`config.mk`:
```
export PLATFORM = sky130hd
export DESIGN_NAME = next_fit_id_allocator
export DESIGN_NICKNAME = d
export VERILOG_FILES = /design/src/rtl/nfa_pkg.sv /design/src/rtl/nfa_map_ram.sv /design/src/rtl/nfa_word_find.sv /design/src/rtl/next_fit_id_allocator.sv
export SDC_FILE = /design/constraint.sdc
export NUM_CORES = 1
export LEC_CHECK = 0
export BUFFER_PORTS_ARGS = -buffer_cell sky130_fd_sc_hd__buf_2
export CELL_PAD_IN_SITES_DETAIL_PLACEMENT = 1
export CELL_PAD_IN_SITES_GLOBAL_PLACEMENT = 1
export CORE_UTILIZATION = 43
export CTS_BUF_LIST = sky130_fd_sc_hd__clkbuf_16
export CTS_CLUSTER_SIZE = 40
export DETAILED_ROUTE_END_ITERATION = 16
export PLACE_DENSITY = 0.75
export RECOVER_POWER = 25
export SLEW_MARGIN = 40
export SYNTH_ARGS = -nofsm -noshare
export SYNTH_HDL_FRONTEND = slang
export SYNTH_HIERARCHICAL = 1
export SYNTH_SLANG_ARGS = --single-unit
```
`constraint.sdc`:
```
create_clock -name clock -period 7.2 [get_ports clock]
set_input_delay 1.08 -clock clock [delete_from_list [all_inputs] [get_ports clock]]
set_output_delay 1.08 -clock clock [all_outputs]
set_load 0.01 [all_outputs]
```
`src/rtl/nfa_pkg.sv`:
```
package nfa_pkg;

   localparam int WORD_W = 8;
   localparam int BIT_W  = 3;

   localparam logic [1:0] CMD_ALLOC = 2'd0;
   localparam logic [1:0] CMD_FREE  = 2'd1;
   localparam logic [1:0] CMD_CLEAR = 2'd2;

   typedef struct packed {
      logic [1:0] cmd;
      logic [5:0] release_id;
   } nfa_req_type;

   typedef struct packed {
      logic [5:0] granted_id;
      logic       pool_full;
   } nfa_rsp_type;

   typedef struct packed {
      logic             found;
      logic [BIT_W-1:0] bit_idx;
   } nfa_find_type;

   typedef enum logic [1:0] {
      ST_CLEAR,
      ST_IDLE,
      ST_FREE,
      ST_SCAN
   } nfa_state_type;

endpackage

```
`src/rtl/nfa_map_ram.sv`:
```
module nfa_map_ram #(
   parameter int DEPTH  = 8,
   parameter int ADDR_W = 3
) (
   input  logic                      clock,
   input  logic                      rd_en,
   input  logic [ADDR_W-1:0]         rd_addr,
   output logic [nfa_pkg::WORD_W-1:0] rd_data,
   input  logic                      wr_en,
   input  logic [ADDR_W-1:0]         wr_addr,
   input  logic [nfa_pkg::WORD_W-1:0] wr_data
);
   import nfa_pkg::*;

   logic [WORD_W-1:0] map_mem [DEPTH];
   logic [WORD_W-1:0] rd_data_ff;

   always_ff @(posedge clock) begin
      if (wr_en) begin
         map_mem[wr_addr] <= wr_data;
      end
   end

   always_ff @(posedge clock) begin
      if (rd_en) begin
         rd_data_ff <= map_mem[rd_addr];
      end
   end

   assign rd_data = rd_data_ff;

endmodule

```
`src/rtl/nfa_word_find.sv`:
```
module nfa_word_find #(
   parameter int POOL_SIZE = 64
) (
   input  logic [nfa_pkg::WORD_W-1:0] map_word,
   input  logic [nfa_pkg::BIT_W-1:0]  start_bit,
   input  logic                       first_look,
   input  logic                       wrap_look,
   input  logic                       last_word,
   output nfa_pkg::nfa_find_type      find_result
);
   import nfa_pkg::*;

   localparam int NUM_WORDS = (POOL_SIZE + WORD_W - 1) / WORD_W;
   localparam int LAST_BITS = POOL_SIZE - WORD_W * (NUM_WORDS - 1);
   localparam logic [WORD_W-1:0] LAST_MASK = WORD_W'((1 << LAST_BITS) - 1);

   logic [WORD_W-1:0] upper_mask;
   logic [WORD_W-1:0] window;
   logic [WORD_W-1:0] free_bits;

   always_comb begin
      upper_mask = {WORD_W{1'b1}} << start_bit;
      // The first word looks at or above the hint; the wrapped revisit of
      // the same word looks only below it.
      if (first_look) begin
         window = upper_mask;
      end else if (wrap_look) begin
         window = ~upper_mask;
      end else begin
         window = {WORD_W{1'b1}};
      end
      if (last_word) begin
         window = window & LAST_MASK;
      end
      free_bits = ~map_word & window;
      find_result.found   = |free_bits;
      find_result.bit_idx = '0;
      for (int i = WORD_W - 1; i >= 0; i--) begin
         if (free_bits[i]) begin
            find_result.bit_idx = BIT_W'(i);
         end
      end
   end

endmodule

```
`src/rtl/next_fit_id_allocator.sv`:
```
// Next-fit identifier allocator over a pool of POOL_SIZE identifiers.
// Input channel: a word (cmd, release_id) is taken at a rising edge where
// start is high and busy is low. Allocate returns one result word; free and
// clear return none. Results appear on rsp_word for exactly one cycle,
// flagged by rsp_valid; the receiver cannot stall them.
// The used bits live in a synchronous memory of 8-bit words, one word read
// per cycle. Allocate scans from the word holding the search hint, wraps once
// to word zero and ends back at the hint word; the result is registered as
// soon as a word shows a free bit, or after the hint word is checked again
// when the pool is full. Free of an identifier below POOL_SIZE is a
// read-modify-write of one word and keeps busy high for one cycle. Clear and
// reset sweep the memory to zero, one word per cycle, so busy stays high
// until all NUM_WORDS (ceil(POOL_SIZE / 8)) words are written. The scan loop
// over memory words sets the allocate latency.
module next_fit_id_allocator #(
   parameter int POOL_SIZE = 64
) (
   input  logic                 clock,
   input  logic                 reset,
   input  logic                 start,
   output logic                 busy,
   input  nfa_pkg::nfa_req_type req_word,
   output logic                 rsp_valid,
   output nfa_pkg::nfa_rsp_type rsp_word
);
   import nfa_pkg::*;

   localparam int NUM_WORDS = (POOL_SIZE + WORD_W - 1) / WORD_W;
   localparam int ADDR_W    = (NUM_WORDS > 1) ? $clog2(NUM_WORDS) : 1;
   localparam int ID_W      = ADDR_W + BIT_W;
   localparam int CNT_W     = $clog2(NUM_WORDS + 1);
   localparam logic [ADDR_W-1:0] LAST_ADDR = ADDR_W'(NUM_WORDS - 1);
   localparam logic [CNT_W-1:0]  LAST_CNT  = CNT_W'(NUM_WORDS);
   localparam logic [ID_W-1:0]   LAST_ID   = ID_W'(POOL_SIZE - 1);

   nfa_state_type state_ff, state_in;
   logic [ADDR_W-1:0] addr_ff, addr_in;
   logic [CNT_W-1:0]  cnt_ff, cnt_in;
   logic [ID_W-1:0]   hint_ff, hint_in;
   logic [ID_W-1:0]   slot_ff, slot_in;
   logic              rsp_valid_ff, rsp_valid_in;
   nfa_rsp_type       rsp_word_ff, rsp_word_in;

   logic              rd_en;
   logic [ADDR_W-1:0] rd_addr;
   logic [WORD_W-1:0] rd_data;
   logic              wr_en;
   logic [ADDR_W-1:0] wr_addr;
   logic [WORD_W-1:0] wr_data;

   nfa_find_type      find_result;
   logic [ADDR_W-1:0] next_addr;
   logic [ID_W-1:0]   found_slot;
   logic [ID_W-1:0]   rid_id;
   logic              rid_in_range;

   nfa_map_ram #(
      .DEPTH  (NUM_WORDS),
      .ADDR_W (ADDR_W)
   ) u_map_ram (
      .clock   (clock),
      .rd_en   (rd_en),
      .rd_addr (rd_addr),
      .rd_data (rd_data),
      .wr_en   (wr_en),
      .wr_addr (wr_addr),
      .wr_data (wr_data)
   );

   nfa_word_find #(
      .POOL_SIZE (POOL_SIZE)
   ) u_word_find (
      .map_word    (rd_data),
      .start_bit   (hint_ff[BIT_W-1:0]),
      .first_look  (cnt_ff == '0),
      .wrap_look   (cnt_ff == LAST_CNT),
      .last_word   (addr_ff == LAST_ADDR),
      .find_result (find_result)
   );

   assign next_addr    = (addr_ff == LAST_ADDR) ? '0 : addr_ff + 1'b1;
   assign found_slot   = {addr_ff, find_result.bit_idx};
   assign rid_id       = ID_W'(req_word.release_id);
   assign rid_in_range = 32'(req_word.release_id) < 32'(POOL_SIZE);

   always_comb begin
      state_in     = state_ff;
      addr_in      = addr_ff;
      cnt_in       = cnt_ff;
      hint_in      = hint_ff;
      slot_in      = slot_ff;
      rsp_valid_in = 1'b0;
      rsp_word_in  = rsp_word_ff;
      rd_en        = 1'b0;
      rd_addr      = addr_ff;
      wr_en        = 1'b0;
      wr_addr      = addr_ff;
      wr_data      = '0;
      unique case (state_ff)
         ST_CLEAR: begin
            wr_en   = 1'b1;
            addr_in = next_addr;
            if (addr_ff == LAST_ADDR) begin
               state_in = ST_IDLE;
            end
         end
         ST_IDLE: begin
            if (start) begin
               unique case (req_word.cmd)
                  CMD_ALLOC: begin
                     rd_en    = 1'b1;
                     rd_addr  = hint_ff[ID_W-1:BIT_W];
                     addr_in  = hint_ff[ID_W-1:BIT_W];
                     cnt_in   = '0;
                     state_in = ST_SCAN;
                  end
                  CMD_FREE: begin
                     if (rid_in_range) begin
                        rd_en    = 1'b1;
                        rd_addr  = rid_id[ID_W-1:BIT_W];
                        slot_in  = rid_id;
                        state_in = ST_FREE;
                     end
                  end
                  CMD_CLEAR: begin
                     addr_in  = '0;
                     hint_in  = '0;
                     state_in = ST_CLEAR;
                  end
                  default: begin
                  end
               endcase
            end
         end
         ST_FREE: begin
            wr_en    = 1'b1;
            wr_addr  = slot_ff[ID_W-1:BIT_W];
            wr_data  = rd_data & ~(WORD_W'(1) << slot_ff[BIT_W-1:0]);
            state_in = ST_IDLE;
         end
         ST_SCAN: begin
            // Read the next word while the current one is checked.
            rd_en   = (cnt_ff != LAST_CNT);
            rd_addr = next_addr;
            addr_in = next_addr;
            cnt_in  = cnt_ff + 1'b1;
            if (find_result.found) begin
               wr_en                  = 1'b1;
               wr_addr                = addr_ff;
               wr_data                = rd_data | (WORD_W'(1) << find_result.bit_idx);
               hint_in                = (found_slot == LAST_ID) ? '0 : found_slot + 1'b1;
               rsp_valid_in           = 1'b1;
               rsp_word_in.granted_id = 6'(found_slot);
               rsp_word_in.pool_full  = 1'b0;
               state_in               = ST_IDLE;
            end else if (cnt_ff == LAST_CNT) begin
               hint_in                = '0;
               rsp_valid_in           = 1'b1;
               rsp_word_in.granted_id = '0;
               rsp_word_in.pool_full  = 1'b1;
               state_in               = ST_IDLE;
            end
         end
         default: begin
            state_in = ST_IDLE;
         end
      endcase
   end

   always_ff @(posedge clock) begin
      if (reset) begin
         state_ff     <= ST_CLEAR;
         addr_ff      <= '0;
         hint_ff      <= '0;
         rsp_valid_ff <= 1'b0;
      end else begin
         state_ff     <= state_in;
         addr_ff      <= addr_in;
         hint_ff      <= hint_in;
         rsp_valid_ff <= rsp_valid_in;
      end
   end

   always_ff @(posedge clock) begin
      cnt_ff      <= cnt_in;
      slot_ff     <= slot_in;
      rsp_word_ff <= rsp_word_in;
   end

   assign busy      = (state_ff != ST_IDLE);
   assign rsp_valid = rsp_valid_ff;
   assign rsp_word  = rsp_word_ff;

endmodule

```
==> flow_metrics.env, run 1 <==
export IMPL_die_area_um2=12000
export IMPL_power_leakage_nw=1.93
export IMPL_drive_gt1_share_pct=14.2
export IMPL_postCtsHoldBufs=0
export IMPL_drc_errors=0
export IMPL_ys_flop_type="edfxtp_1"
export IMPL_end_kind="flop"
export IMPL_synth_common_cells="89 x edfxtp_1, 24 x nor2_1, 19 x a21oi_1"
export IMPL_dieWidth_um=109
export IMPL_setup_viol=0
export IMPL_root_buffer="clkbuf_16"
export IMPL_fillers=1107
export IMPL_worst_ir_drop_vdd_mv=0.216
export IMPL_hold_violations=0
export IMPL_path_clk_slew_ps=80
export IMPL_track_usage_pct=21.7
export IMPL_overflow=0
export IMPL_multi_input_area_um2=1900
export IMPL_synth_edf_count=89
export IMPL_rsz0062_at_grt="no"
export IMPL_row_count=38
export IMPL_dr_pass1_iters=4
export IMPL_yosysUniqueCellTypes=59
export IMPL_crit_arrival_ps=4600
export IMPL_yosysMostFrequentCell="edfxtp_1"
export IMPL_n_antenna_cell=0
export IMPL_worst_slack_ps=2580
export IMPL_yosysSeqAreaShare_pct=58.8
export IMPL_clock_sinks=101
export IMPL_power_density_nw_per_um2=291
export IMPL_synth_area_um2=4950
export IMPL_hp_class="flop to flop"
export IMPL_synth_fp_nets=379
export IMPL_htree_levels=3
export IMPL_fin_crit_sh_pct=64.2
export IMPL_clock_latency_ps=360
export IMPL_crit_type="flop to flop"
export IMPL_ioPinCount=20
export IMPL_fin_tns_setup_ps=0
export IMPL_syn_avg_cell_area_um2=14.2
export IMPL_cp_required_ps=7180
export IMPL_ff_latch_area_um2=2910
export IMPL_place_ws_ps=2900
export IMPL_syn2layout_area_growth_pct=9.77
export IMPL_fmax_ghz=0.216
export IMPL_start_util_pct=44.9
export IMPL_whs_ps=535
export IMPL_maxSlewHeadroom_pct=39.9
export IMPL_wl_per_cell_um=23.1
export IMPL_grt_first_pass_wirelength_um=18100
export IMPL_cts_buffers=9
export IMPL_drtIter0Drc=154
export IMPL_core_um2=11000
export IMPL_gp_congestion=0.804
export IMPL_drt_wl_total_um=11800
export IMPL_drtAntennaViolNets=0
export IMPL_tightest_slew_ps=898
export IMPL_yosys_area_top_type="edfxtp_1"
export IMPL_drv_slew=0
export IMPL_status="finished clean"
export IMPL_viasPerCell=5.95
export IMPL_drv_cap=0
export IMPL_yosys_warnings=6
export IMPL_grt_pass1_vias=3083
export IMPL_dr_total_vias=3045
export IMPL_final_net_count=396
export IMPL_grt_max_degree=20
export IMPL_cts_resized=0
export IMPL_ys_async_sr_fraction_pct=0
export IMPL_synth_area_leaders="edfxtp_1 54%, mux4_1 8.0%, dfxtp_1 4.8%"
export IMPL_portBuffers=19
export IMPL_synth_seq_cells=101
export IMPL_antenna_found_initial=0
export IMPL_post_dp_hpwl_um=8340
export IMPL_skew_ps=11.5
export IMPL_die_y_um=109
export IMPL_crit_path_start_kind="flop"
export IMPL_cts_setup_buffers=0
export IMPL_netlist_instances=350
export IMPL_worstPathMaxFanout=11
export IMPL_max_clock_path_buffers=2
export IMPL_cts_tree="done"
export IMPL_min_period_ps=4620
export IMPL_yosys_area_top_type_share_pct=53.9
## metrics by stage
step | utilization, % | total power [mW] | area [um2] | std cells
after floorplan | - | 1.02 | 4950 | 350
after global placement | 46.6 | 1.09 | 5140 | 496
after detailed placement | 46.8 | 1.11 | 5160 | 496
after CTS | 49.5 | 1.60 | 5460 | 512
after global routing | 49.3 | 1.64 | 5440 | 512
final | 49.3 | 1.58 | 5440 | 512
## flip-flops by register name (all words and copies together), names as in the netlist
register	flops
u_map_ram/map_mem	64
u_map_ram/rd_data	8
rsp_word	7
hint_ff	6
slot_ff	6
cnt_ff	4
addr_ff	3
state_ff	2
rsp_valid	1
## metal layers
layer  track usage [%]  wire [um]
met1              29.2       5440
met2              35.2       5750
met3              3.56        405
met4              8.48        214
met5                 0          0
## path summary, 6_finish.rpt
path,startpoint,end,slack (ps),cells past startpoint
setup / recovery,cnt_ff[0],u_map_ram/map_mem[6][3],2580,12
hold / removal,hint_ff[4],hint_ff[4],530,2
setup reg to reg,cnt_ff[0],u_map_ram/map_mem[6][3],2580,12
hold reg to reg,hint_ff[4],hint_ff[4],530,2
## cell families (layout without fill, tap and decap cells)
group | after synthesis | after routing | synth area share, %
XOR/XNOR | 4 | 4 | 0.707
AND/OR/NAND/NOR | 95 | 95 | 10.9
flip-flops | 101 | 101 | 58.8
adder cells (fa/ha/maj) | 18 | 18 | 4.55
AO/OA/AOI/OAI | 69 | 69 | 9.98
buffers and inverters | 33 | 55 | 3.59
multiplexers | 30 | 30 | 11.5
## area by class of cell
cell class / count / area share [%]
inverter: 18 / 1.27
tap: 140 / 3.22
sequential: 101 / 53.6
clock buffer: 9 / 4.14
timing repair buffer: 21 / 1.63
clock inverter: 7 / 1.27
multi-input combinational: 216 / 34.9
## cell usage in the layout (no fill, tap or decap), drive strengths merged, types with 7 or more instances in the layout
master	instances
edfxtp	89
nor2	24
clkbuf	24
inv	20
a21oi	19
ha	18
mux4	16
nand3	14
mux2	12
nand2b	12
dfxtp	12
nand2	11
o21ai	11
and2	7
## power breakdown
group | leakage [nW] | switching, mW | internal (mW) | total, mW
sequential | 0.945 | 0.0413 | 0.736 | 0.778
clock | 0.144 | 0.239 | 0.244 | 0.483
combinational | 0.844 | 0.170 | 0.151 | 0.321
## worst max-delay path, stage by stage (launching register included)
cell      delay (ps)
edfxtp_1         440
inv_1             80
ha_1             210
nor3b_1          280
clkbuf_1         430
and2b_1          330
a211o_1          360
o31ai_2          100
nand3b_1         320
nand2_1          350
a21oi_1          390
nand2_1          210
nor2_1           740
(Power assumes the default switching activity.)
==> run 2, diff against run 1 <==
--- a/config.mk
+++ b/config.mk
@@ -12,7 +12,7 @@
 export CTS_BUF_LIST = sky130_fd_sc_hd__clkbuf_16
 export CTS_CLUSTER_SIZE = 40
 export DETAILED_ROUTE_END_ITERATION = 16
-export PLACE_DENSITY = 0.75
+export PLACE_DENSITY = 0.77
 export RECOVER_POWER = 25
 export SLEW_MARGIN = 40
 export SYNTH_ARGS = -nofsm -noshare
==> constraint.sdc (replaced) <==
create_clock -name clock -period 4 [get_ports clock]
set_input_delay 0.6 -clock clock [delete_from_list [all_inputs] [get_ports clock]]
set_output_delay 0.6 -clock clock [all_outputs]
set_load 0.01 [all_outputs]
==> flow_metrics.env, run 2 (synthesis gave the netlist of run 1 again) <==
export IMPL_power_density_nw_per_um2=535
export IMPL_tightest_slew_ps=765
export IMPL_setup_viol=0
export IMPL_drv_slew=0
export IMPL_fmax_ghz=0.274
export IMPL_worst_ir_drop_vdd_mv=0.442
export IMPL_wl_met3_um=566
export IMPL_final_cell_area_um2=5510
export IMPL_drc_errors=0
export IMPL_cts_resized=0
export IMPL_dr_pass1_iters=4
export IMPL_clock_latency_ps=350
export IMPL_hp_class="input pin to flop"
export IMPL_power_leakage_nw=2.01
export IMPL_fin_tns_setup_ps=0
export IMPL_placed_area_um2=5230
export IMPL_wl_per_cell_um=22.2
export IMPL_portBuffers=19
export IMPL_drive_gt1_share_pct=16.4
export IMPL_clock_power_share_pct=30.9
export IMPL_highest_layer="met4"
export IMPL_start_util_pct=44.9
export IMPL_drv_cap=0
export IMPL_cts_setup_buffers=0
export IMPL_worst_slack_ps=352
export IMPL_root_buffer="clkbuf_16"
export IMPL_crit_type="flop to flop"
export IMPL_track_usage_pct=21.6
export IMPL_layout_common_cells="89 x edfxtp_1, 24 x nor2_1, 19 x a21oi_1, 18 x ha_1, 17 x inv_1"
export IMPL_final_net_count=408
export IMPL_max_clock_path_buffers=2
export IMPL_maxSlewHeadroom_pct=48.8
export IMPL_path_clk_slew_ps=70
export IMPL_ioPinCount=20
export IMPL_final_common_cell="edfxtp_1"
export IMPL_row_count=38
export IMPL_syn2layout_area_growth_pct=11.3
export IMPL_dr_total_vias=3042
export IMPL_top_register="u_map_ram/map_mem"
export IMPL_place_ws_ps=468
export IMPL_clock_sinks=101
export IMPL_viasPerCell=5.81
export IMPL_n_antenna_cell=0
export IMPL_dieWidth_um=109
export IMPL_whs_ps=429
export IMPL_cp_required_ps=4040
export IMPL_largest_reg_flops=64
export IMPL_wl_met1_um=5070
export IMPL_end_kind="flop"
export IMPL_antenna_found_initial=0
export IMPL_fin_crit_sh_pct=91.2
export IMPL_status="finished clean"
export IMPL_postCtsHoldBufs=0
export IMPL_cts_tree="done"
export IMPL_drtIter0Drc=140
export IMPL_fillers=1094
export IMPL_drt_wl_total_um=11600
export IMPL_die_y_um=109
export IMPL_core_um2=11000
export IMPL_grt_max_degree=20
export IMPL_hold_violations=0
export IMPL_crit_arrival_ps=3690
export IMPL_finalPower_mw=2.95
export IMPL_p_seq_share_pct=47.0
export IMPL_switching_power_mw=0.827
export IMPL_p_comb_share_pct=22.1
export IMPL_p_sw_share_pct=28.0
export IMPL_skew_ps=12.1
export IMPL_gp_congestion=0.809
export IMPL_grt_pass1_vias=3228
export IMPL_min_period_ps=3650
export IMPL_htree_levels=3
export IMPL_die_area_um2=12000
export IMPL_rsz0062_at_grt="no"
export IMPL_drtAntennaViolNets=0
export IMPL_overflow=0
export IMPL_wl_met2_um=5780
export IMPL_p_int_mw=2.12
export IMPL_grt_first_pass_wirelength_um=18200
export IMPL_post_dp_hpwl_um=7950
export IMPL_cts_buffers=9
export IMPL_crit_path_start_kind="flop"
export IMPL_worstPathMaxFanout=10
run 2: worst paths after layout:
kind / start / to / slack [ps] / depth (start not counted)
min reg2reg: hint_ff[4] / hint_ff[4] / 510 / 2
max: cnt_ff[0] / u_map_ram/map_mem[2][0] / 350 / 13
max reg2reg: cnt_ff[0] / u_map_ram/map_mem[2][0] / 350 / 13
min: req_word[1] / slot_ff[1] / 430 / 1
run 2: power groups by stage:
stage               Sequential, mW  Combinational (mW)  Clock (mW)
floorplan                     1.37               0.464           0
global placement              1.40               0.630           0
detailed placement            1.41               0.650           0
CTS                           1.39               0.660       0.923
global route                  1.40               0.699       0.959
finish                        1.39               0.653       0.911
run 2: area by class of cell:
class | instances | area (um2) | share of cell area, %
Multi-Input combinational cell | 216 | 1860 | 33.7
Sequential cell | 101 | 2910 | 52.8
Tap cell | 140 | 175 | 3.18
Timing Repair Buffer | 33 | 183 | 3.31
Clock buffer | 9 | 225 | 4.09
Clock inverter | 7 | 88.8 | 1.61
Inverter | 18 | 68.8 | 1.25
run 2: worst max-delay path: stages (launching register included):
cell and delay, ps:
edfxtp_1 440, inv_1 80, ha_1 200, nor3b_1 350, buf_4 240, and4_2 230
a211oi_1 60, nor4bb_1 540, nand3b_1 330, nand2_1 200, buf_4 180, nor2_1 80
a21oi_1 230, a21oi_1 150
run 2: metrics by stage:
stage | cells | util (%)
6_report | 524 | 50.0
5_1_grt | 524 | 50.0
4_1_cts | 524 | 50.2
3_5_place_dp | 508 | 47.4
3_3_place_gp | 508 | 47.4
2_1_floorplan | 350 | -
run 2: routing by layer:
layer	vias to the layer above	GRT usage [%]
met1	1553	26.1
met5	-	0
li1	1417	-
met3	18	4.86
met4	0	9.43
met2	54	37.0
==> run 3, diff against run 2 <==
--- a/config.mk
+++ b/config.mk
@@ -12,10 +12,9 @@
 export CTS_BUF_LIST = sky130_fd_sc_hd__clkbuf_16
 export CTS_CLUSTER_SIZE = 40
 export DETAILED_ROUTE_END_ITERATION = 16
-export PLACE_DENSITY = 0.77
+export PLACE_DENSITY = 0.78
 export RECOVER_POWER = 25
 export SLEW_MARGIN = 40
 export SYNTH_ARGS = -nofsm -noshare
 export SYNTH_HDL_FRONTEND = slang
-export SYNTH_HIERARCHICAL = 1
 export SYNTH_SLANG_ARGS = --single-unit
==> flow_metrics.env, run 3 <==
export IMPL_synthSimpleGateAreaFrac_pct=12.1
export IMPL_skew_ps=7.34
export IMPL_synth_seq_cells=101
export IMPL_crit_path_start_kind="flop"
export IMPL_hold_violations=0
export IMPL_core_um2=11600
export IMPL_final_common_cell="edfxtp_1"
export IMPL_grt_pass1_vias=3595
export IMPL_gp_congestion=0.864
export IMPL_cts_buffers=9
export IMPL_viasPerCell=5.95
export IMPL_root_buffer="clkbuf_16"
export IMPL_fmax_ghz=0.309
export IMPL_end_kind="flop"
export IMPL_synth_top_family_by_area="simple AND/OR/NAND/NOR gates"
export IMPL_yosys_area_top_type="edfxtp_1"
export IMPL_finalPower_mw=3.22
export IMPL_grt_max_degree=33
export IMPL_synth_edf_count=89
export IMPL_synth_fa_ha_area_share_pct=3.61
export IMPL_ys_async_sr_fraction_pct=0
export IMPL_grt_first_pass_wirelength_um=20100
export IMPL_drtIter0Drc=115
export IMPL_synth_compound_area_share_pct=11.2
export IMPL_start_util_pct=44.8
export IMPL_dr_pass1_iters=4
export IMPL_setup_viol=0
export IMPL_drtAntennaViolNets=0
export IMPL_n_antenna_cell=0
export IMPL_netlist_instances=413
export IMPL_cts_tree="done"
export IMPL_yosysSeqAreaShare_pct=56.0
export IMPL_fin_tns_setup_ps=0
export IMPL_layout_common_cells="89 x edfxtp_1, 51 x mux2i_1, 25 x nor2_1"
export IMPL_track_usage_pct=21.6
export IMPL_antenna_found_initial=0
export IMPL_yosys_warnings=0
export IMPL_tightest_slew_ps=737
export IMPL_overflow=0
export IMPL_synth_area_leaders="edfxtp_1 51%, mux2i_1 9.8%, dfxtp_1 4.6%"
export IMPL_worstPathMaxFanout=8
export IMPL_synth_common_cells="89 x edfxtp_1, 51 x mux2i_1, 26 x nor2_1"
export IMPL_cpMostUsedCell="ha_1"
export IMPL_die_y_um=112
export IMPL_wl_per_cell_um=22.3
export IMPL_top_register="u_map_ram.map_mem"
export IMPL_ys_flop_type="edfxtp_1"
export IMPL_cp_required_ps=4060
export IMPL_whs_ps=446
export IMPL_postCtsHoldBufs=0
export IMPL_worst_ir_drop_vdd_mv=0.281
export IMPL_hp_class="input pin to flop"
export IMPL_fin_crit_sh_pct=80.9
export IMPL_rsz0062_at_grt="no"
export IMPL_ioPinCount=20
export IMPL_max_clock_path_buffers=2
export IMPL_syn_avg_cell_area_um2=12.6
export IMPL_min_period_ps=3240
export IMPL_cts_resized=0
export IMPL_crit_slowest_cell="a21oi_1"
export IMPL_largest_reg_flops=64
export IMPL_path_clk_slew_ps=70
export IMPL_yosysMostFrequentCell="edfxtp_1"
export IMPL_die_area_um2=12500
export IMPL_yosysUniqueCellTypes=70
export IMPL_drv_slew=0
export IMPL_crit_chain="inv_1 -> ha_1 -> and2b_1 -> o221ai_1 -> a22oi_1 -> nor2_1 -> o22ai_1 -> ha_1 -> a31oi_1 -> a21oi_1"
export IMPL_drv_cap=0
export IMPL_worstRegToRegCells=10
export IMPL_maxSlewHeadroom_pct=50.9
export IMPL_drc_errors=0
export IMPL_clock_latency_ps=350
export IMPL_final_util_pct=48.2
export IMPL_final_net_count=452
export IMPL_drt_wl_total_um=12800
export IMPL_htree_levels=3
export IMPL_row_count=39
export IMPL_synth_area_um2=5200
export IMPL_syn2layout_area_growth_pct=7.60
export IMPL_drive_gt1_share_pct=12.3
export IMPL_holdPathStages=1
export IMPL_yosys_area_top_type_share_pct=51.3
export IMPL_power_leakage_nw=2.00
export IMPL_crit_arrival_ps=3290
export IMPL_post_dp_hpwl_um=8770
export IMPL_portBuffers=19
export IMPL_cts_setup_buffers=0
export IMPL_slowest_delay_ps=540
export IMPL_synthXorXnorAreaFrac_pct=1.01
export IMPL_dieWidth_um=112
export IMPL_synth_fp_nets=439
export IMPL_muxShareOfSynthArea_pct=11.5
export IMPL_clock_sinks=101
export IMPL_dr_total_vias=3415
export IMPL_crit_type="flop to flop"
export IMPL_power_density_nw_per_um2=574
export IMPL_fillers=1226
export IMPL_status="finished clean"
## run 3: cells by family (layout without fill, tap and decap cells)
logic type                 Yosys count  in the layout
AOI/OAI and AO/OA                   83             83
DFF                                101            101
xor gates and xnor gates             6              6
buffers and inverters               41             59
and+or+nand+nor                    108            108
adders and majority gates           15             15
muxes                               59             59
## run 3: where the power goes
part	switching, mW	total [mW]	internal, mW
clock network	0.394	0.819	0.425
logic	0.530	0.922	0.392
registers	0.0998	1.47	1.37
## run 3: routing by layer
| layer | wire [um] | part of all wire, % | track usage [%] | up-vias |
|---|---|---|---|---|
| met3 | 442 | 3.5 | 3.24 | 19 |
| met2 | 6510 | 51 | 37.6 | 74 |
| li1 | - | - | - | 1573 |
| met4 | 271 | 2.1 | 8.44 | 0 |
| met5 | 0 | 0 | 0 | - |
| met1 | 5560 | 43 | 27.3 | 1749 |
## run 3: cell type report
cell class,count,area (um2),share of cell area (%)
clock inverters,7,48.8,0.871
inverters,19,71.3,1.27
clock buffers,9,225,4.02
repair buffers,24,116,2.08
well taps,143,179,3.19
flip-flops and latches,101,2910,52.0
multi-input cells,271,2050,36.6
## run 3: critical path, delay by kind of cell (launching register included)
family / cells / cell delay (ps)
compound gates: 5 / 1500
fa+ha+maj: 2 / 540
buf+inv: 1 / 90
flops: 1 / 440
simple gates: 2 / 370
## run 3: per-stage QoR
| stage | instance area, um2 | worst slack [ps] | instances |
|---|---|---|---|
| after floorplan | 5200 | 1380 | 413 |
| after global placement | 5350 | 932 | 558 |
| after detailed placement | 5350 | 846 | 558 |
| after CTS | 5630 | 810 | 574 |
| after global routing | 5600 | 442 | 574 |
| final | 5600 | 765 | 574 |
## run 3: worst paths after layout
check / to / slack, ps / from
setup / recovery: u_map_ram.map_mem[5][2] / 760 / cnt_ff[0]
hold / removal: slot_ff[1] / 450 / req_word[1]
setup reg to reg: u_map_ram.map_mem[5][2] / 760 / cnt_ff[0]
hold reg to reg: hint_ff[3] / 510 / hint_ff[3]
